===== config.mk =====
export PLATFORM = sky130hd
export DESIGN_NAME = shell_command_tokenizer_core
export DESIGN_NICKNAME = d
export VERILOG_FILES = /design/src/hw/rtl/sct_pkg.sv /design/src/hw/rtl/sct_out_fifo.sv /design/src/hw/rtl/shell_command_tokenizer_core.sv
export SDC_FILE = /design/constraint.sdc
export NUM_CORES = 1
export LEC_CHECK = 0
export BUFFER_PORTS_ARGS = -buffer_cell sky130_fd_sc_hd__clkbuf_2
export CAP_MARGIN = 15
export CORE_UTILIZATION = 55
export CTS_CLUSTER_DIAMETER = 200
export DETAILED_ROUTE_END_ITERATION = 6
export PLACE_DENSITY = 0.72
export SYNTH_ARGS = -nofsm -noshare
export SYNTH_HDL_FRONTEND = slang
export SYNTH_SLANG_ARGS = --single-unit

===== constraint.sdc =====
create_clock -name aclk -period 16.05 [get_ports aclk]
set_input_delay 0.8025 -clock aclk [delete_from_list [all_inputs] [get_ports aclk]]
set_output_delay 0.8025 -clock aclk [all_outputs]
set_load 0.05 [all_outputs]

===== src/hw/rtl/sct_pkg.sv =====
// ----------------------------------------------------------------------------
// sct_pkg
// Types and character constants shared by the shell command tokeniser.
// ----------------------------------------------------------------------------
package sct_pkg;

    typedef enum logic [1:0] {
        MODE_BETWEEN = 2'd0,
        MODE_WORD    = 2'd1,
        MODE_QUOTE   = 2'd2
    } lex_mode_t;

    typedef enum logic [1:0] {
        PHASE_NONE         = 2'd0,
        PHASE_AFTER_LTLT   = 2'd1,
        PHASE_NEED_OPERAND = 2'd2
    } lt_phase_t;

    typedef logic [2:0] status_t;

    localparam status_t STATUS_OK        = 3'd0;
    localparam status_t STATUS_UNMATCHED = 3'd1;
    localparam status_t STATUS_UNEXP_OP  = 3'd2;
    localparam status_t STATUS_TRAIL_OP  = 3'd3;
    localparam status_t STATUS_OVERFLOW  = 3'd4;

    localparam logic [7:0] CH_AMP    = 8'h26;
    localparam logic [7:0] CH_PIPE   = 8'h7C;
    localparam logic [7:0] CH_GT     = 8'h3E;
    localparam logic [7:0] CH_LT     = 8'h3C;
    localparam logic [7:0] CH_DQUOTE = 8'h22;
    localparam logic [7:0] CH_SQUOTE = 8'h27;
    localparam logic [7:0] CH_SPACE  = 8'h20;
    localparam logic [7:0] CH_TAB    = 8'h09;
    localparam logic [7:0] CH_CR     = 8'h0D;

    typedef struct packed {
        logic [7:0] out_byte;
        logic       token_start;
        logic [7:0] token_index;
        logic       is_status;
        status_t    status;
        logic       last;
    } sct_item_t;

    // Request from the lexer into the result queue.
    typedef struct packed {
        logic [1:0] count;
        sct_item_t  item0;
        sct_item_t  item1;
    } sct_push_t;

endpackage


===== src/hw/rtl/sct_out_fifo.sv =====
// ----------------------------------------------------------------------------
// sct_out_fifo
// Four-entry result queue: takes up to two items per cycle, gives one while pop is high.
// ----------------------------------------------------------------------------
module sct_out_fifo (
    input  logic               aclk,
    input  logic               aresetn,
    input  sct_pkg::sct_push_t push,
    input  logic               pop,
    output sct_pkg::sct_item_t head_item,
    output logic               head_valid,
    output logic               room_for_two
);
    import sct_pkg::*;

    sct_item_t  mem_reg [4];
    logic [1:0] wr_ptr_reg;
    logic [1:0] wr_ptr_next;
    logic [1:0] rd_ptr_reg;
    logic [1:0] rd_ptr_next;
    logic [2:0] count_reg;
    logic [2:0] count_next;
    logic       do_pop;

    assign head_item    = mem_reg[rd_ptr_reg];
    assign head_valid   = (count_reg != 3'd0);
    assign room_for_two = (count_reg <= 3'd2);
    assign do_pop       = pop && head_valid;

    always_comb begin
        wr_ptr_next = wr_ptr_reg + 2'(push.count);
        rd_ptr_next = rd_ptr_reg + 2'(do_pop);
        count_next  = count_reg + 3'(push.count) - 3'(do_pop);
    end

    always_ff @(posedge aclk) begin
        if (!aresetn) begin
            wr_ptr_reg <= '0;
            rd_ptr_reg <= '0;
            count_reg  <= '0;
        end else begin
            wr_ptr_reg <= wr_ptr_next;
            rd_ptr_reg <= rd_ptr_next;
            count_reg  <= count_next;
        end
    end

    always_ff @(posedge aclk) begin
        if (push.count != 2'd0) begin
            mem_reg[wr_ptr_reg] <= push.item0;
        end
        if (push.count == 2'd2) begin
            mem_reg[wr_ptr_reg + 2'd1] <= push.item1;
        end
    end

endmodule


===== src/hw/rtl/shell_command_tokenizer_core.sv =====
// ----------------------------------------------------------------------------
// shell_command_tokenizer_core
// Streaming lexer that splits a shell command line into tokens.
// ----------------------------------------------------------------------------
// One character request is taken per clock cycle while s_ready is high. The
// lexer decides a character one request late, once the following character is
// visible, and writes up to two result items per request into a four-entry
// result queue that drains at one item per cycle; s_ready is low while that
// queue holds three or more items, so the rate is one request per cycle whenever
// the consumer keeps m_ready high. An end request flushes the held character and
// appends the status item, which carries last and the first error of the line.
module shell_command_tokenizer_core #(
    parameter int MAX_TOKENS = 256
) (
    input  logic       aclk,
    input  logic       aresetn,
    input  logic       s_valid,
    output logic       s_ready,
    input  logic [7:0] s_ch,
    input  logic       s_is_end,
    output logic       m_valid,
    input  logic       m_ready,
    output logic [7:0] m_out_byte,
    output logic       m_token_start,
    output logic [7:0] m_token_index,
    output logic       m_is_status,
    output logic [2:0] m_status,
    output logic       m_last
);
    import sct_pkg::*;

    // The counter is kept at least eight bits wide so that the token index
    // can always be taken from its low byte.
    localparam int TcW = ($clog2(MAX_TOKENS + 2) > 8) ? $clog2(MAX_TOKENS + 2) : 8;
    localparam logic [TcW-1:0] TcMax = TcW'(MAX_TOKENS);

    lex_mode_t      mode_reg, mode_next;
    logic           quote_kind_reg, quote_kind_next;
    logic [7:0]     held_byte_reg, held_byte_next;
    logic           held_valid_reg, held_valid_next;
    logic [TcW-1:0] tc_reg, tc_next;
    logic           prev_op_reg, prev_op_next;
    logic           no_tok_reg, no_tok_next;
    lt_phase_t      phase_reg, phase_next;
    status_t        err_reg, err_next;

    sct_push_t push;
    sct_item_t head_item;
    logic      head_valid;
    logic      room_for_two;
    logic      accept;

    assign s_ready = room_for_two;
    assign accept  = s_valid && room_for_two;

    always_comb begin
        logic       run;
        logic       has_next;
        logic [7:0] c0;
        logic [7:0] c1;
        logic [1:0] op;
        logic       third_lt;
        logic       blank;
        logic       consumed;
        logic       e0_v;
        logic       e0_start;
        logic       e1_v;
        logic       emit_ok;
        logic [TcW-1:0] idx;
        sct_item_t  b0;
        sct_item_t  b1;
        sct_item_t  st;

        mode_next       = mode_reg;
        quote_kind_next = quote_kind_reg;
        held_byte_next  = held_byte_reg;
        held_valid_next = held_valid_reg;
        tc_next         = tc_reg;
        prev_op_next    = prev_op_reg;
        no_tok_next     = no_tok_reg;
        phase_next      = phase_reg;
        err_next        = err_reg;

        run      = held_valid_reg;
        has_next = !s_is_end;
        c0       = held_byte_reg;
        c1       = s_ch;
        op       = 2'd0;
        third_lt = 1'b0;
        consumed = 1'b0;
        e0_v     = 1'b0;
        e0_start = 1'b0;
        e1_v     = 1'b0;
        blank    = (c0 == CH_SPACE) || (c0 >= CH_TAB && c0 <= CH_CR);

        if (has_next && c0 == c1 &&
            (c0 == CH_AMP || c0 == CH_PIPE || c0 == CH_GT || c0 == CH_LT)) begin
            op = 2'd2;
        end else if (c0 == CH_PIPE || c0 == CH_GT || c0 == CH_LT) begin
            op = 2'd1;
        end

        if (run) begin
            if (mode_reg == MODE_QUOTE) begin
                e0_v = 1'b1;
                if (c0 == (quote_kind_reg ? CH_SQUOTE : CH_DQUOTE)) begin
                    mode_next = MODE_BETWEEN;
                end
            end else begin
                third_lt = (phase_reg == PHASE_AFTER_LTLT) && (op == 2'd1) && (c0 == CH_LT);
                if (phase_reg == PHASE_AFTER_LTLT && !third_lt) begin
                    phase_next = PHASE_NONE;
                end
                if (blank) begin
                    mode_next = MODE_BETWEEN;
                end else if (op != 2'd0) begin
                    if (third_lt) begin
                        phase_next   = PHASE_NEED_OPERAND;
                        prev_op_next = 1'b0;
                    end else begin
                        if (phase_next == PHASE_NEED_OPERAND || prev_op_reg || no_tok_reg) begin
                            if (err_next == STATUS_OK) begin
                                err_next = STATUS_UNEXP_OP;
                            end
                        end
                        prev_op_next = 1'b1;
                        phase_next   = (op == 2'd2 && c0 == CH_LT) ? PHASE_AFTER_LTLT
                                                                   : PHASE_NONE;
                    end
                    no_tok_next = 1'b0;
                    if (tc_reg < TcMax) begin
                        tc_next = tc_reg + TcW'(1);
                    end else begin
                        tc_next = TcMax + TcW'(1);
                        if (err_next == STATUS_OK) begin
                            err_next = STATUS_OVERFLOW;
                        end
                    end
                    e0_v      = 1'b1;
                    e0_start  = 1'b1;
                    e1_v      = (op == 2'd2);
                    consumed  = (op == 2'd2);
                    mode_next = MODE_BETWEEN;
                end else if (mode_reg == MODE_WORD) begin
                    e0_v = 1'b1;
                end else begin
                    phase_next   = PHASE_NONE;
                    prev_op_next = 1'b0;
                    no_tok_next  = 1'b0;
                    if (tc_reg < TcMax) begin
                        tc_next = tc_reg + TcW'(1);
                    end else begin
                        tc_next = TcMax + TcW'(1);
                        if (err_next == STATUS_OK) begin
                            err_next = STATUS_OVERFLOW;
                        end
                    end
                    if (c0 == CH_DQUOTE || c0 == CH_SQUOTE) begin
                        mode_next       = MODE_QUOTE;
                        quote_kind_next = (c0 == CH_SQUOTE);
                    end else begin
                        mode_next = MODE_WORD;
                    end
                    e0_v     = 1'b1;
                    e0_start = 1'b1;
                end
            end
        end

        // Bytes of tokens beyond the limit are dropped.
        emit_ok = (tc_next != '0) && (tc_next <= TcMax);
        e0_v    = e0_v && emit_ok;
        e1_v    = e1_v && emit_ok;
        idx     = tc_next - TcW'(1);

        b0             = '0;
        b0.out_byte    = c0;
        b0.token_start = e0_start;
        b0.token_index = idx[7:0];
        b1             = '0;
        b1.out_byte    = c1;
        b1.token_index = idx[7:0];

        if (s_is_end) begin
            if (mode_next == MODE_QUOTE && err_next == STATUS_OK) begin
                err_next = STATUS_UNMATCHED;
            end
            if (phase_next == PHASE_NEED_OPERAND) begin
                if (err_next == STATUS_OK) begin
                    err_next = STATUS_UNEXP_OP;
                end
            end else if (prev_op_next && err_next == STATUS_OK) begin
                err_next = STATUS_TRAIL_OP;
            end
        end

        st           = '0;
        st.is_status = 1'b1;
        st.status    = err_next;
        st.last      = 1'b1;

        push.count = 2'(e0_v) + 2'(e1_v) + 2'(s_is_end);
        push.item0 = e0_v ? b0 : st;
        push.item1 = e1_v ? b1 : st;
        if (!accept) begin
            push.count = 2'd0;
        end

        if (s_is_end) begin
            mode_next       = MODE_BETWEEN;
            quote_kind_next = 1'b0;
            held_byte_next  = '0;
            held_valid_next = 1'b0;
            tc_next         = '0;
            prev_op_next    = 1'b0;
            no_tok_next     = 1'b1;
            phase_next      = PHASE_NONE;
            err_next        = STATUS_OK;
        end else if (!held_valid_reg) begin
            held_byte_next  = s_ch;
            held_valid_next = 1'b1;
        end else if (consumed) begin
            held_byte_next  = '0;
            held_valid_next = 1'b0;
        end else begin
            held_byte_next = s_ch;
        end
    end

    always_ff @(posedge aclk) begin
        if (!aresetn) begin
            mode_reg       <= MODE_BETWEEN;
            quote_kind_reg <= 1'b0;
            held_byte_reg  <= '0;
            held_valid_reg <= 1'b0;
            tc_reg         <= '0;
            prev_op_reg    <= 1'b0;
            no_tok_reg     <= 1'b1;
            phase_reg      <= PHASE_NONE;
            err_reg        <= STATUS_OK;
        end else if (accept) begin
            mode_reg       <= mode_next;
            quote_kind_reg <= quote_kind_next;
            held_byte_reg  <= held_byte_next;
            held_valid_reg <= held_valid_next;
            tc_reg         <= tc_next;
            prev_op_reg    <= prev_op_next;
            no_tok_reg     <= no_tok_next;
            phase_reg      <= phase_next;
            err_reg        <= err_next;
        end
    end

    sct_out_fifo u_out_fifo (
        .aclk         (aclk),
        .aresetn      (aresetn),
        .push         (push),
        .pop          (m_ready),
        .head_item    (head_item),
        .head_valid   (head_valid),
        .room_for_two (room_for_two)
    );

    assign m_valid       = head_valid;
    assign m_out_byte    = head_item.out_byte;
    assign m_token_start = head_item.token_start;
    assign m_token_index = head_item.token_index;
    assign m_is_status   = head_item.is_status;
    assign m_status      = head_item.status;
    assign m_last        = head_item.last;

endmodule


==> results by group, run 1 <==
Run status
  • Status: complete, no violations

Critical path
  • FF-to-FF path depth: 18
  • Kind of start point of the critical path: register
  • Kind of end point of the critical path: register
  • WS Path Type: reg2reg
  • Worst R2R End: u_out_fifo.mem_reg[0][17]$_DFFE_PP_
  • Worst EP arrival: 6.46 ns
  • Worst-path fanout max: 20
  • Worst Path Required: 16.09 ns
  • Reg2Reg Setup Slack: 9.63 ns
  • R2R Path Start: held_byte_reg[2]$_SDFFE_PN0P_

Yosys
  • Post-Syn Nets: 580
  • Number of synthesis warnings: 0
  • Post-synth top area cell: edfxtp_1
  • FF+latch count, synth: 119
  • Main synth FF type: edfxtp_1
  • Post-synthesis cell type count: 84
  • Register area share after synthesis: 0.495
  • Top post-synthesis cells by area: edfxtp_1, dfxtp_1, mux4_2
  • Ys async rst share: 0
  • Post-Synthesis Cells: 558
  • Area share of the largest cell type after synthesis: 0.373
  • Mean Syn Cell Area: 11.5 um2
  • EDFF count, synth: 80
  • Cell Area, Synth: 6430 um2

GRT
  • First-pass GRT wire length: 23800 um
  • Overall Global Routing Usage: 0.274
  • Vias in the first global route: 4447
  • Grt ovf: 0
  • Initial antenna violation count: 0
  • Largest net degree at the start of global routing: 33

STA
  • Slew margin rel.: 0.251
  • Setup TNS: 0 ns
  • RSZ-0062 raised after global routing: no
  • Min Tclk post-route: 6.42 ns
  • Pins Over Slew Limit: 0
  • Fmax: 156 MHz
  • Worst slew pin tran: 1.12 ns
  • Fin crit share: 0.400
  • Final Hold Vio Count: 0
  • Setup WS post-layout: 9.63 ns
  • Final setup viols: 0
  • Worst clock skew: 0.00653 ns

Layout
  • Storage cell area: 3180 um2
  • Area delta synth->final: 12.0%
  • Most frequent cells in the layout: edfxtp_1, nor2_1, dfxtp_1
  • Commonest non-fill, non-tap cell in the layout: edfxtp_1
  • Multi-input logic area: 3000 um2
  • Number of flip-flops in the largest register: 84
  • Share of layout cells above drive strength 1: 0.202
  • Nets: 605
  • # fillers: 930
  • # diodes: 0

CTS
  • Worst-path clk slew: 0.05 ns
  • Max clock buf depth: 2
  • Clk sinks: 119
  • Root Buffer: clkbuf_16
  • Setup bufs post-CTS: 0
  • CTS tree: yes
  • Post-cts sizing count: 0
  • CTS HTree Levels: 4
  • Hold Buf Count CTS: 0
  • Clk_lat worst skew: 0.43 ns
  • CTS Buf Count: 17

Power
  • VDD IR-drop max: 0.000106 V
  • Cell leakage power: 0.00259 uW
  • Power per cell area: 137 nW/um2

Flow run
  • Maxcap violations: 0

Drt
  • DRT antenna net count: 0
  • DR pass1 iterations: 5
  • DR iter-0 viols: 295
  • DRC viols: 0
  • Via count: 4641
  • Wire per inst: 20.3 um
  • WL final: 15000 um
  • Vias per inst: 6.29

Min path
  • Hold Path Depth: 2
  • Min-delay src: no_tok_reg$_SDFFE_PN1P_
  • Min-Delay Path Class: reg2reg
  • Hold endpoint: no_tok_reg$_SDFFE_PN1P_

Place
  • PortBufs: 36
  • Post-Place Setup Slack: 9.40 ns
  • Post-detail-place hpwl: 10500 um
  • Gpl congestion: 0.890

Floorplan
  • IO Count: 37
  • Starting Density: 0.563
  • Die ar.: 12100 um2
  • Rows: 39
  • Core area: 11400 um2
  • Die Ht: 110 um
  • Die width: 110 um
==> worst max path at each step <==
stage	depth (start not counted)	to	slack, ns	start
6_report	18	u_out_fifo.mem_reg[0][17]$_DFFE_PP_	9.63	held_byte_reg[2]$_SDFFE_PN0P_
5_1_grt	18	u_out_fifo.mem_reg[0][8]$_DFFE_PP_	9.20	held_byte_reg[2]$_SDFFE_PN0P_
4_1_cts	18	u_out_fifo.mem_reg[1][20]$_DFFE_PP_	9.64	held_byte_reg[2]$_SDFFE_PN0P_
3_5_place_dp	19	u_out_fifo.mem_reg[1][14]$_DFFE_PP_	9.40	s_ch[4]
3_3_place_gp	19	u_out_fifo.mem_reg[1][19]$_DFFE_PP_	9.63	s_ch[4]
2_1_floorplan	19	u_out_fifo.mem_reg[3][10]$_DFFE_PP_	10.28	s_ch[4]
==> per-layer routing <==
layer  global-route usage  up-vias  share of wire
met4                0.111        0          0.018
met3               0.0564       25          0.061
met2                0.444      173           0.49
met5                    0        -              0
li1                     -     2155              -
met1                0.362     2288           0.44
==> cell type report <==
type | count | area share
Clock buffer | 20 | 0.0606
Inverter | 19 | 0.0106
Clock inverter | 11 | 0.0184
Tap cell | 143 | 0.0248
Sequential cell | 119 | 0.442
Multi-Input combinational cell | 388 | 0.417
Timing Repair Buffer | 38 | 0.0271
==> cell families (layout without fill, tap and decap cells) <==
logic type                 count (synthesis)  in the layout  synth area share
and+or+nand+nor                          212            212             0.188
xor gates and xnor gates                  17             17            0.0231
adders and majority gates                  9              9            0.0198
AOI/OAI and AO/OA                        127            127             0.159
DFF                                      119            119             0.495
muxes                                     23             23            0.0774
buffers and inverters                     51             88            0.0385
==> critical path, cell delays in order, from the launching register on <==
cell       delay (ns)
dfxtp_1          0.63
nand4bb_4        0.19
nor4_2           0.35
nand3_1          0.28
a21oi_4          0.42
or2b_1           0.32
nand2_1          0.07
o21ai_0          0.26
inv_1            0.13
ha_1             0.15
inv_1            0.06
a221o_1          0.31
nor4_2           0.38
mux2_4           0.39
inv_6            0.16
fa_1             0.53
a21oi_1          0.31
nand2_1          0.29
nand2_1          0.78
==> report_power, final <==
part | leakage [uW] | switching, uW | internal [uW]
Sequential | 0.000992 | 16.6 | 345
Combinational | 0.00133 | 173 | 81.4
Clock | 0.000266 | 133 | 240
==> stage by stage <==
stage	util	power [uW]	instances	cell area, um2	hold WS (ns)
6_report	0.631	988	738	7210	0.490
5_1_grt	0.631	1030	738	7210	0.508
2_1_floorplan	-	569	558	6430	0.440
3_5_place_dp	0.581	623	707	6640	0.475
4_1_cts	0.631	994	738	7210	0.487
3_3_place_gp	0.581	616	707	6640	0.469
==> cell usage after synthesis, drive strengths merged, types with 7 or more instances <==
cell type	number
a22o	16
nor3	12
clkbuf	18
ha	7
mux4	21
a22oi	16
and2	23
nand3	10
dfxtp	39
o21ai	21
inv	19
o22ai	7
xor2	10
nor2b	26
edfxtp	80
buf	14
nor2	70
nand2	30
a21oi	14
xnor2	7
No activity file was read; power rests on OpenSTA's default activity.
==> run 2, diff against run 1 <==
- PLACE_DENSITY: 0.72 -> 0.75
- clock period: 16.05 -> 5.2 ns (I/O delays scaled with it)
==> results by group, run 2 (same netlist as run 1, synthesis figures left out) <==
Place
  • Gpl congestion: 0.932 (+4.8%)
  • Post-detail-place hpwl: 10300 um (-1.7%)
  • PortBufs: 36 (unchanged)
  • Cell count after placement: 734 (+3.8%)
  • Post-Place Setup Slack: 0.105 ns (-9.29 ns)

GRT
  • Most Used Layer, Global Route: met2
  • First-pass GRT wire length: 24100 um (+0.99%)
  • Grt ovf: 0 (unchanged)
  • Met3 usage: 0.0735 (+0.0170)
  • Largest net degree at the start of global routing: 33 (unchanged)
  • GRT met2 Usage: 0.438 (-0.00580)
  • Vias in the first global route: 4585 (+3.1%)
  • Met1 usage: 0.354 (-0.00815)
  • Overall Global Routing Usage: 0.274 (about the same)
  • Initial antenna violation count: 0 (unchanged)

Critical path
  • Slowest cell delay on critical path: 0.43 ns (-0.35 ns)
  • Critical-path cell list: nand4bb_4 -> nor4_2 -> nand3_2 -> a21oi_4 -> or2b_1 -> nand2_1 -> o21ai_1 -> inv_1 -> ha_1 -> inv_1 -> a221o_1 -> or2_4 -> a221oi_4 -> inv_1 -> fa_2 -> nor2_2 -> inv_1 -> ha_1 -> fa_1 -> xor2_1 -> xnor2_1 -> and2_1
  • Kind of end point of the critical path: register
  • CP max-delay cell: fa_1
  • Reg2Reg Setup Slack: 0.27 ns (-9.36 ns)
  • Worst-path fanout max: 8 (-60%)
  • WS Path Type: reg2reg
  • Kind of start point of the critical path: register
  • Worst path most repeated cell: inv_1
  • Worst Path Required: 5.52 ns (-10.57 ns)
  • Worst EP arrival: 5.25 ns (-1.21 ns)

Layout
  • Most frequent cells in the layout: edfxtp_1, nor2_1, dfxtp_1
  • Area delta synth->final: 16.6%
  • Post-route insts no fill: 769 (+4.2%)
  • Number of flip-flops in the largest register: 84 (unchanged)
  • Share of layout cells above drive strength 1: 0.259 (+0.0571)
  • Nets: 636 (+5.1%)
  • Commonest non-fill, non-tap cell in the layout: edfxtp_1
  • # diodes: 0 (unchanged)

STA
  • Final Hold Vio Count: 0 (unchanged)
  • Fin crit share: 0.948 (+0.548)
  • Worst hold slack: 0.123 ns (-0.368 ns)
  • Worst slew pin tran: 0.910 ns (-0.212 ns)
  • Setup WS post-layout: 0.271 ns (-9.36 ns)
  • Pins Over Slew Limit: 0 (unchanged)
  • Min Tclk post-route: 4.93 ns (-1.49 ns)
  • Slew margin rel.: 0.387 (+0.136)
  • Fmax: 203 MHz (+30%)
  • Final setup viols: 0 (unchanged)
  • Setup TNS: 0 ns (unchanged)
  • Worst clock skew: 0.0117 ns (+0.00513 ns)

Power
  • VDD IR-drop max: 0.000344 V (+230%)
  • Final Power: 3030 uW (+210%)
  • Sequential share of power: 0.362 (-0.004)
  • Net switching fraction of the power: 0.330 (+0.00421)
  • Clock network fraction of total power: 0.358 (-0.019)
  • Logic pwr share: 0.280 (+0.023)
  • Internal power: 2030 uW (+200%)
  • Power per cell area: 404 nW/um2 (+190%)
  • Cell leakage power: 0.00276 uW (+6.5%)
  • Sw power: 1000 uW (+210%)

Floorplan
  • Core area: 11400 um2 (unchanged)
  • IO Count: 37 (unchanged)
  • Die ar.: 12100 um2 (unchanged)
  • Die Ht: 110 um (unchanged)
  • Starting Density: 0.563 (unchanged)
  • Die width: 110 um (unchanged)
  • Rows: 39 (unchanged)

CTS
  • Clk_lat worst skew: 0.42 ns (about the same)
  • CTS HTree Levels: 4 (unchanged)
  • Worst-path clk slew: 0.06 ns (about the same)
  • Clk sinks: 119 (unchanged)
  • Max clock buf depth: 2 (unchanged)
  • Root Buffer: clkbuf_16
  • CTS Buf Count: 17 (unchanged)
  • CTS tree: yes

Drt
  • DRC viols: 0 (unchanged)
  • WL final: 15200 um (+1.5%)
  • Via count: 4808 (+3.6%)
  • Wire per inst: 19.8 um (-2.6%)
  • DR iter-0 viols: 347 (+18%)
  • DR pass1 iterations: 5 (unchanged)
  • DRT antenna net count: 0 (unchanged)
  • Vias per inst: 6.25 (-0.58%)

Min path
  • Min-Delay Path Class: in2reg

Flow run
  • Maxcap violations: 0 (unchanged)

Run status
  • Status: complete, no violations
==> run 2: changes by cell type in the layout (fill, tap and decap cells not counted), moves of 2 or more <==
cell and change:
clkinv_1 +2, dfxtp_1 -2, nand2_2 +4, dfxtp_2 +2, clkbuf_1 -2, nand2_1 -4, clkinvlp_4 -2, buf_12 +4
clkinv_2 +2, buf_4 +27
==> run 2: area by class of cell <==
class	instances	area, um2
Clock buffer	18	429
Clock inverter	13	114
Fill cell	882	3920
Inverter	19	76.3
Multi-Input combinational cell	388	3040
Sequential cell	119	3190
Tap cell	143	179
Timing Repair Buffer	69	478
==> run 2: final timing paths <==
check | start | end | cells after the start
max | held_byte_reg[7]$_SDFFE_PN0P_ | u_out_fifo.count_reg[2]$_SDFF_PN0_ | 22
min | s_ch[0] | held_byte_reg[0]$_SDFFE_PN0P_ | 3
max reg2reg | held_byte_reg[7]$_SDFFE_PN0P_ | u_out_fifo.count_reg[2]$_SDFF_PN0_ | 22
min reg2reg | no_tok_reg$_SDFFE_PN1P_ | no_tok_reg$_SDFFE_PN1P_ | 2
==> run 2: metrics by stage <==
stage	utilization	cell area [um2]
after floorplan	-	6450
after global placement	0.604	6900
after detailed placement	0.604	6900
after CTS	0.652	7440
after global routing	0.657	7500
final	0.657	7500
==> run 2: critical path: cells and delay by family (launching register included) <==
kind	cells	cell delay, ns
buffers and inverters	4	0.26
AOI/OAI and AO/OA	4	0.89
DFF	1	0.39
xor gates and xnor gates	2	0.28
adders and majority gates	4	1.22
and+or+nand+nor	8	1.78
==> run 2: metal layers <==
metal	vias to the layer above	wire, um
met2	191	7430
met3	37	1060
met5	-	0
met4	0	385
li1	2210	-
met1	2370	6350
==> run 2: power groups by stage <==
| stage | clock network (uW) | logic, uW | registers (uW) |
|---|---|---|---|
| 5_1_grt | 1140 | 907 | 1100 |
| 2_1_floorplan | 0 | 655 | 1100 |
| 6_report | 1090 | 849 | 1100 |
| 4_1_cts | 1100 | 848 | 1090 |
| 3_5_place_dp | 0 | 839 | 1110 |
| 3_3_place_gp | 0 | 835 | 1110 |
==> run 2: repair_timing <==
action,in CTS,in global routing
resized for setup,0,7
endpoints found under the setup margin,0,136
setup buffers,0,4
hold buffers,0,0
==> run 3, diff against run 2 <==
- CELL_PAD_IN_SITES_DETAIL_PLACEMENT: default -> 1
- CELL_PAD_IN_SITES_GLOBAL_PLACEMENT: default -> 1
- CORE_UTILIZATION: 55 -> 45
==> results by group, run 3 (same netlist as run 1, synthesis figures left out) <==
STA
  • Pins Over Slew Limit: 0 (unchanged)
  • Worst clock skew: 0.00952 ns (-0.00214 ns)
  • Setup TNS: 0 ns (unchanged)
  • Final setup viols: 0 (unchanged)
  • Worst slew pin tran: 1.13 ns (+0.223 ns)
  • Fin crit share: 0.962 (+0.0138)
  • Min Tclk post-route: 5.00 ns (+0.0715 ns)
  • Fmax: 200 MHz (-1.4%)
  • Slew margin rel.: 0.243 (-0.143)
  • Final Hold Vio Count: 0 (unchanged)

Run status
  • Status: complete, no violations

CTS
  • Max clock buf depth: 2 (unchanged)
  • Worst-path clk slew: 0.05 ns (about the same)
  • Clk_lat worst skew: 0.42 ns (about the same)
  • CTS tree: yes
  • CTS Buf Count: 17 (unchanged)
  • CTS HTree Levels: 4 (unchanged)
  • Root Buffer: clkbuf_16
  • Clk sinks: 119 (unchanged)
  • Hold Buf Count CTS: 0 (unchanged)

Critical path
  • CP max-delay cell: or4_4
  • WS Path Type: reg2reg
  • Worst Path Buf+Inv: 3 (-1)
  • Worst Path Required: 5.51 ns (about the same)
  • Critical path's top delay family: simple AND/OR/NAND/NOR gates
  • Worst-path fanout max: 7 (-1)
  • Critical-path cell list: or3_1 -> or4_4 -> and3_1 -> o21ai_4 -> nor3b_1 -> a21oi_1 -> ha_1 -> inv_1 -> a221o_1 -> or2_4 -> a221oi_4 -> inv_1 -> fa_2 -> nor2_2 -> inv_1 -> ha_1 -> fa_1 -> xor2_1 -> xnor2_1 -> and2_1
  • Kind of end point of the critical path: register
  • Worst EP arrival: 5.31 ns (+0.06 ns)
  • Worst path most repeated cell: inv_1
  • Kind of start point of the critical path: register
  • Slowest cell delay on critical path: 0.53 ns (+0.10 ns)

Layout
  • Post-route cell area: 7570 um2 (+0.85%)
  • Area delta synth->final: 17.6%
  • Share of layout cells above drive strength 1: 0.273 (+0.0147)
  • Commonest non-fill, non-tap cell in the layout: edfxtp_1
  • Number of flip-flops in the largest register: 84 (unchanged)
  • Most frequent cells in the layout: edfxtp_1, nor2_1, dfxtp_1, clkbuf_2, buf_4
  • # diodes: 0 (unchanged)
  • Nets: 638 (+0.31%)

Drt
  • DR pass1 iterations: 4 (-1)
  • WL final: 17800 um (+17%)
  • Vias per inst: 5.98 (-4.4%)
  • Via count: 4834 (+0.54%)
  • DRC viols: 0 (unchanged)
  • DRT antenna net count: 0 (unchanged)
  • Wire per inst: 22.0 um (+11%)
  • DR iter-0 viols: 297 (-14%)

Power
  • Sequential share of power: 0.375 (+0.013)
  • Logic pwr share: 0.287 (+0.007)
  • Sw power: 1020 uW (+1.7%)
  • Clock network fraction of total power: 0.338 (-0.020)
  • Power per cell area: 391 nW/um2 (-3.2%)
  • Net switching fraction of the power: 0.344 (+0.0137)
  • Cell leakage power: 0.00276 uW (+0.15%)
  • VDD IR-drop max: 0.000170 V (-51%)
  • Internal power: 1940 uW (-4.3%)
  • Final Power: 2960 uW (-2.3%)

Floorplan
  • Die ar.: 14800 um2 (+22%)
  • Die Ht: 122 um (+10%)
  • Core area: 13900 um2 (+22%)
  • Starting Density: 0.462 (-0.102)
  • Die width: 122 um (+10%)
  • Rows: 43 (+10%)
  • IO Count: 37 (unchanged)

Place
  • Placed Area: 6930 um2 (+0.38%)
  • PortBufs: 36 (unchanged)
  • Gpl congestion: 0.832 (-11%)
  • Post-detail-place hpwl: 12500 um (+22%)

GRT
  • Overall Global Routing Usage: 0.263 (-0.0117)
  • Largest net degree at the start of global routing: 33 (unchanged)
  • Vias in the first global route: 5222 (+14%)
  • Grt ovf: 0 (unchanged)
  • First-pass GRT wire length: 28600 um (+19%)
  • Initial antenna violation count: 0 (unchanged)

Min path
  • Min-Delay Path Class: in2reg

Flow run
  • Maxcap violations: 0 (unchanged)
[run 3: cell types whose count changed in the layout (fill, tap and decap cells not counted), sizes merged]
| cell | before | now |
|---|---|---|
| buf | 33 | 35 |
| bufinv | 2 | 0 |
| clkbuf | 54 | 57 |
| clkinv | 10 | 9 |
| clkinvlp | 1 | 2 |
[run 3: path summary, 6_finish.rpt]
check	from	cells after the start	slack, ns	endpoint
min reg2reg	no_tok_reg$_SDFFE_PN1P_	2	0.51	no_tok_reg$_SDFFE_PN1P_
max reg2reg	held_byte_reg[4]$_SDFFE_PN0P_	20	0.20	u_out_fifo.count_reg[2]$_SDFF_PN0_
max	held_byte_reg[4]$_SDFFE_PN0P_	20	0.20	u_out_fifo.count_reg[2]$_SDFF_PN0_
min	s_ch[5]	3	0.12	held_byte_reg[5]$_SDFFE_PN0P_
[run 3: timing repair]
item | 4_1_cts | 5_1_grt
cloned | 0 | 0
setup endpoints to repair | 43 | 150
buffers inserted | 0 | 6
gates resized for setup | 5 | 11
pin swaps | 0 | 3
[run 3: power by group through the flow]
stage	Clock [uW]	Sequential, uW	Combinational (uW)
final	1000	1110	851
after detailed placement	0	1130	836
after floorplan	0	1100	655
after global placement	0	1120	821
after global routing	1050	1110	914
after CTS	1010	1110	846
[run 3: cell type report]
class	count	area [um2]
Fill cell	1459	6370
Sequential cell	119	3190
Multi-Input combinational cell	388	3080
Timing Repair Buffer	71	500
Clock buffer	21	440
Tap cell	180	225
Inverter	19	76.3
Clock inverter	11	60.1
[run 3: per-layer routing]
metal  vias up  GRT usage  share of wire
met1      2450      0.324           0.42
li1       2219          -              -
met2       133      0.451           0.51
met5         -          0              0
met3        32     0.0538          0.048
met4         0      0.102          0.021
[run 3: worst register-to-register path, delay by kind of cell (launching register included)]
family	cells	cell delay [ns]
adders and majority gates	4	1.26
xor gates and xnor gates	2	0.29
AOI/OAI and AO/OA	4	0.92
DFF	1	0.36
buffers and inverters	3	0.19
and+or+nand+nor	7	1.86
[run 3: metrics by stage]
step / setup slack [ns] / std cells / hold slack, ns / util
after global routing: -0.00396 / 809 / 0.138 / 0.543
after CTS: 0.0172 / 802 / 0.112 / 0.535
after global placement: 0.0497 / 770 / 0.469 / 0.497
after floorplan: 0.0216 / 558 / 0.416 / -
after detailed placement: -0.0914 / 770 / 0.490 / 0.497
final: 0.200 / 809 / 0.125 / 0.543
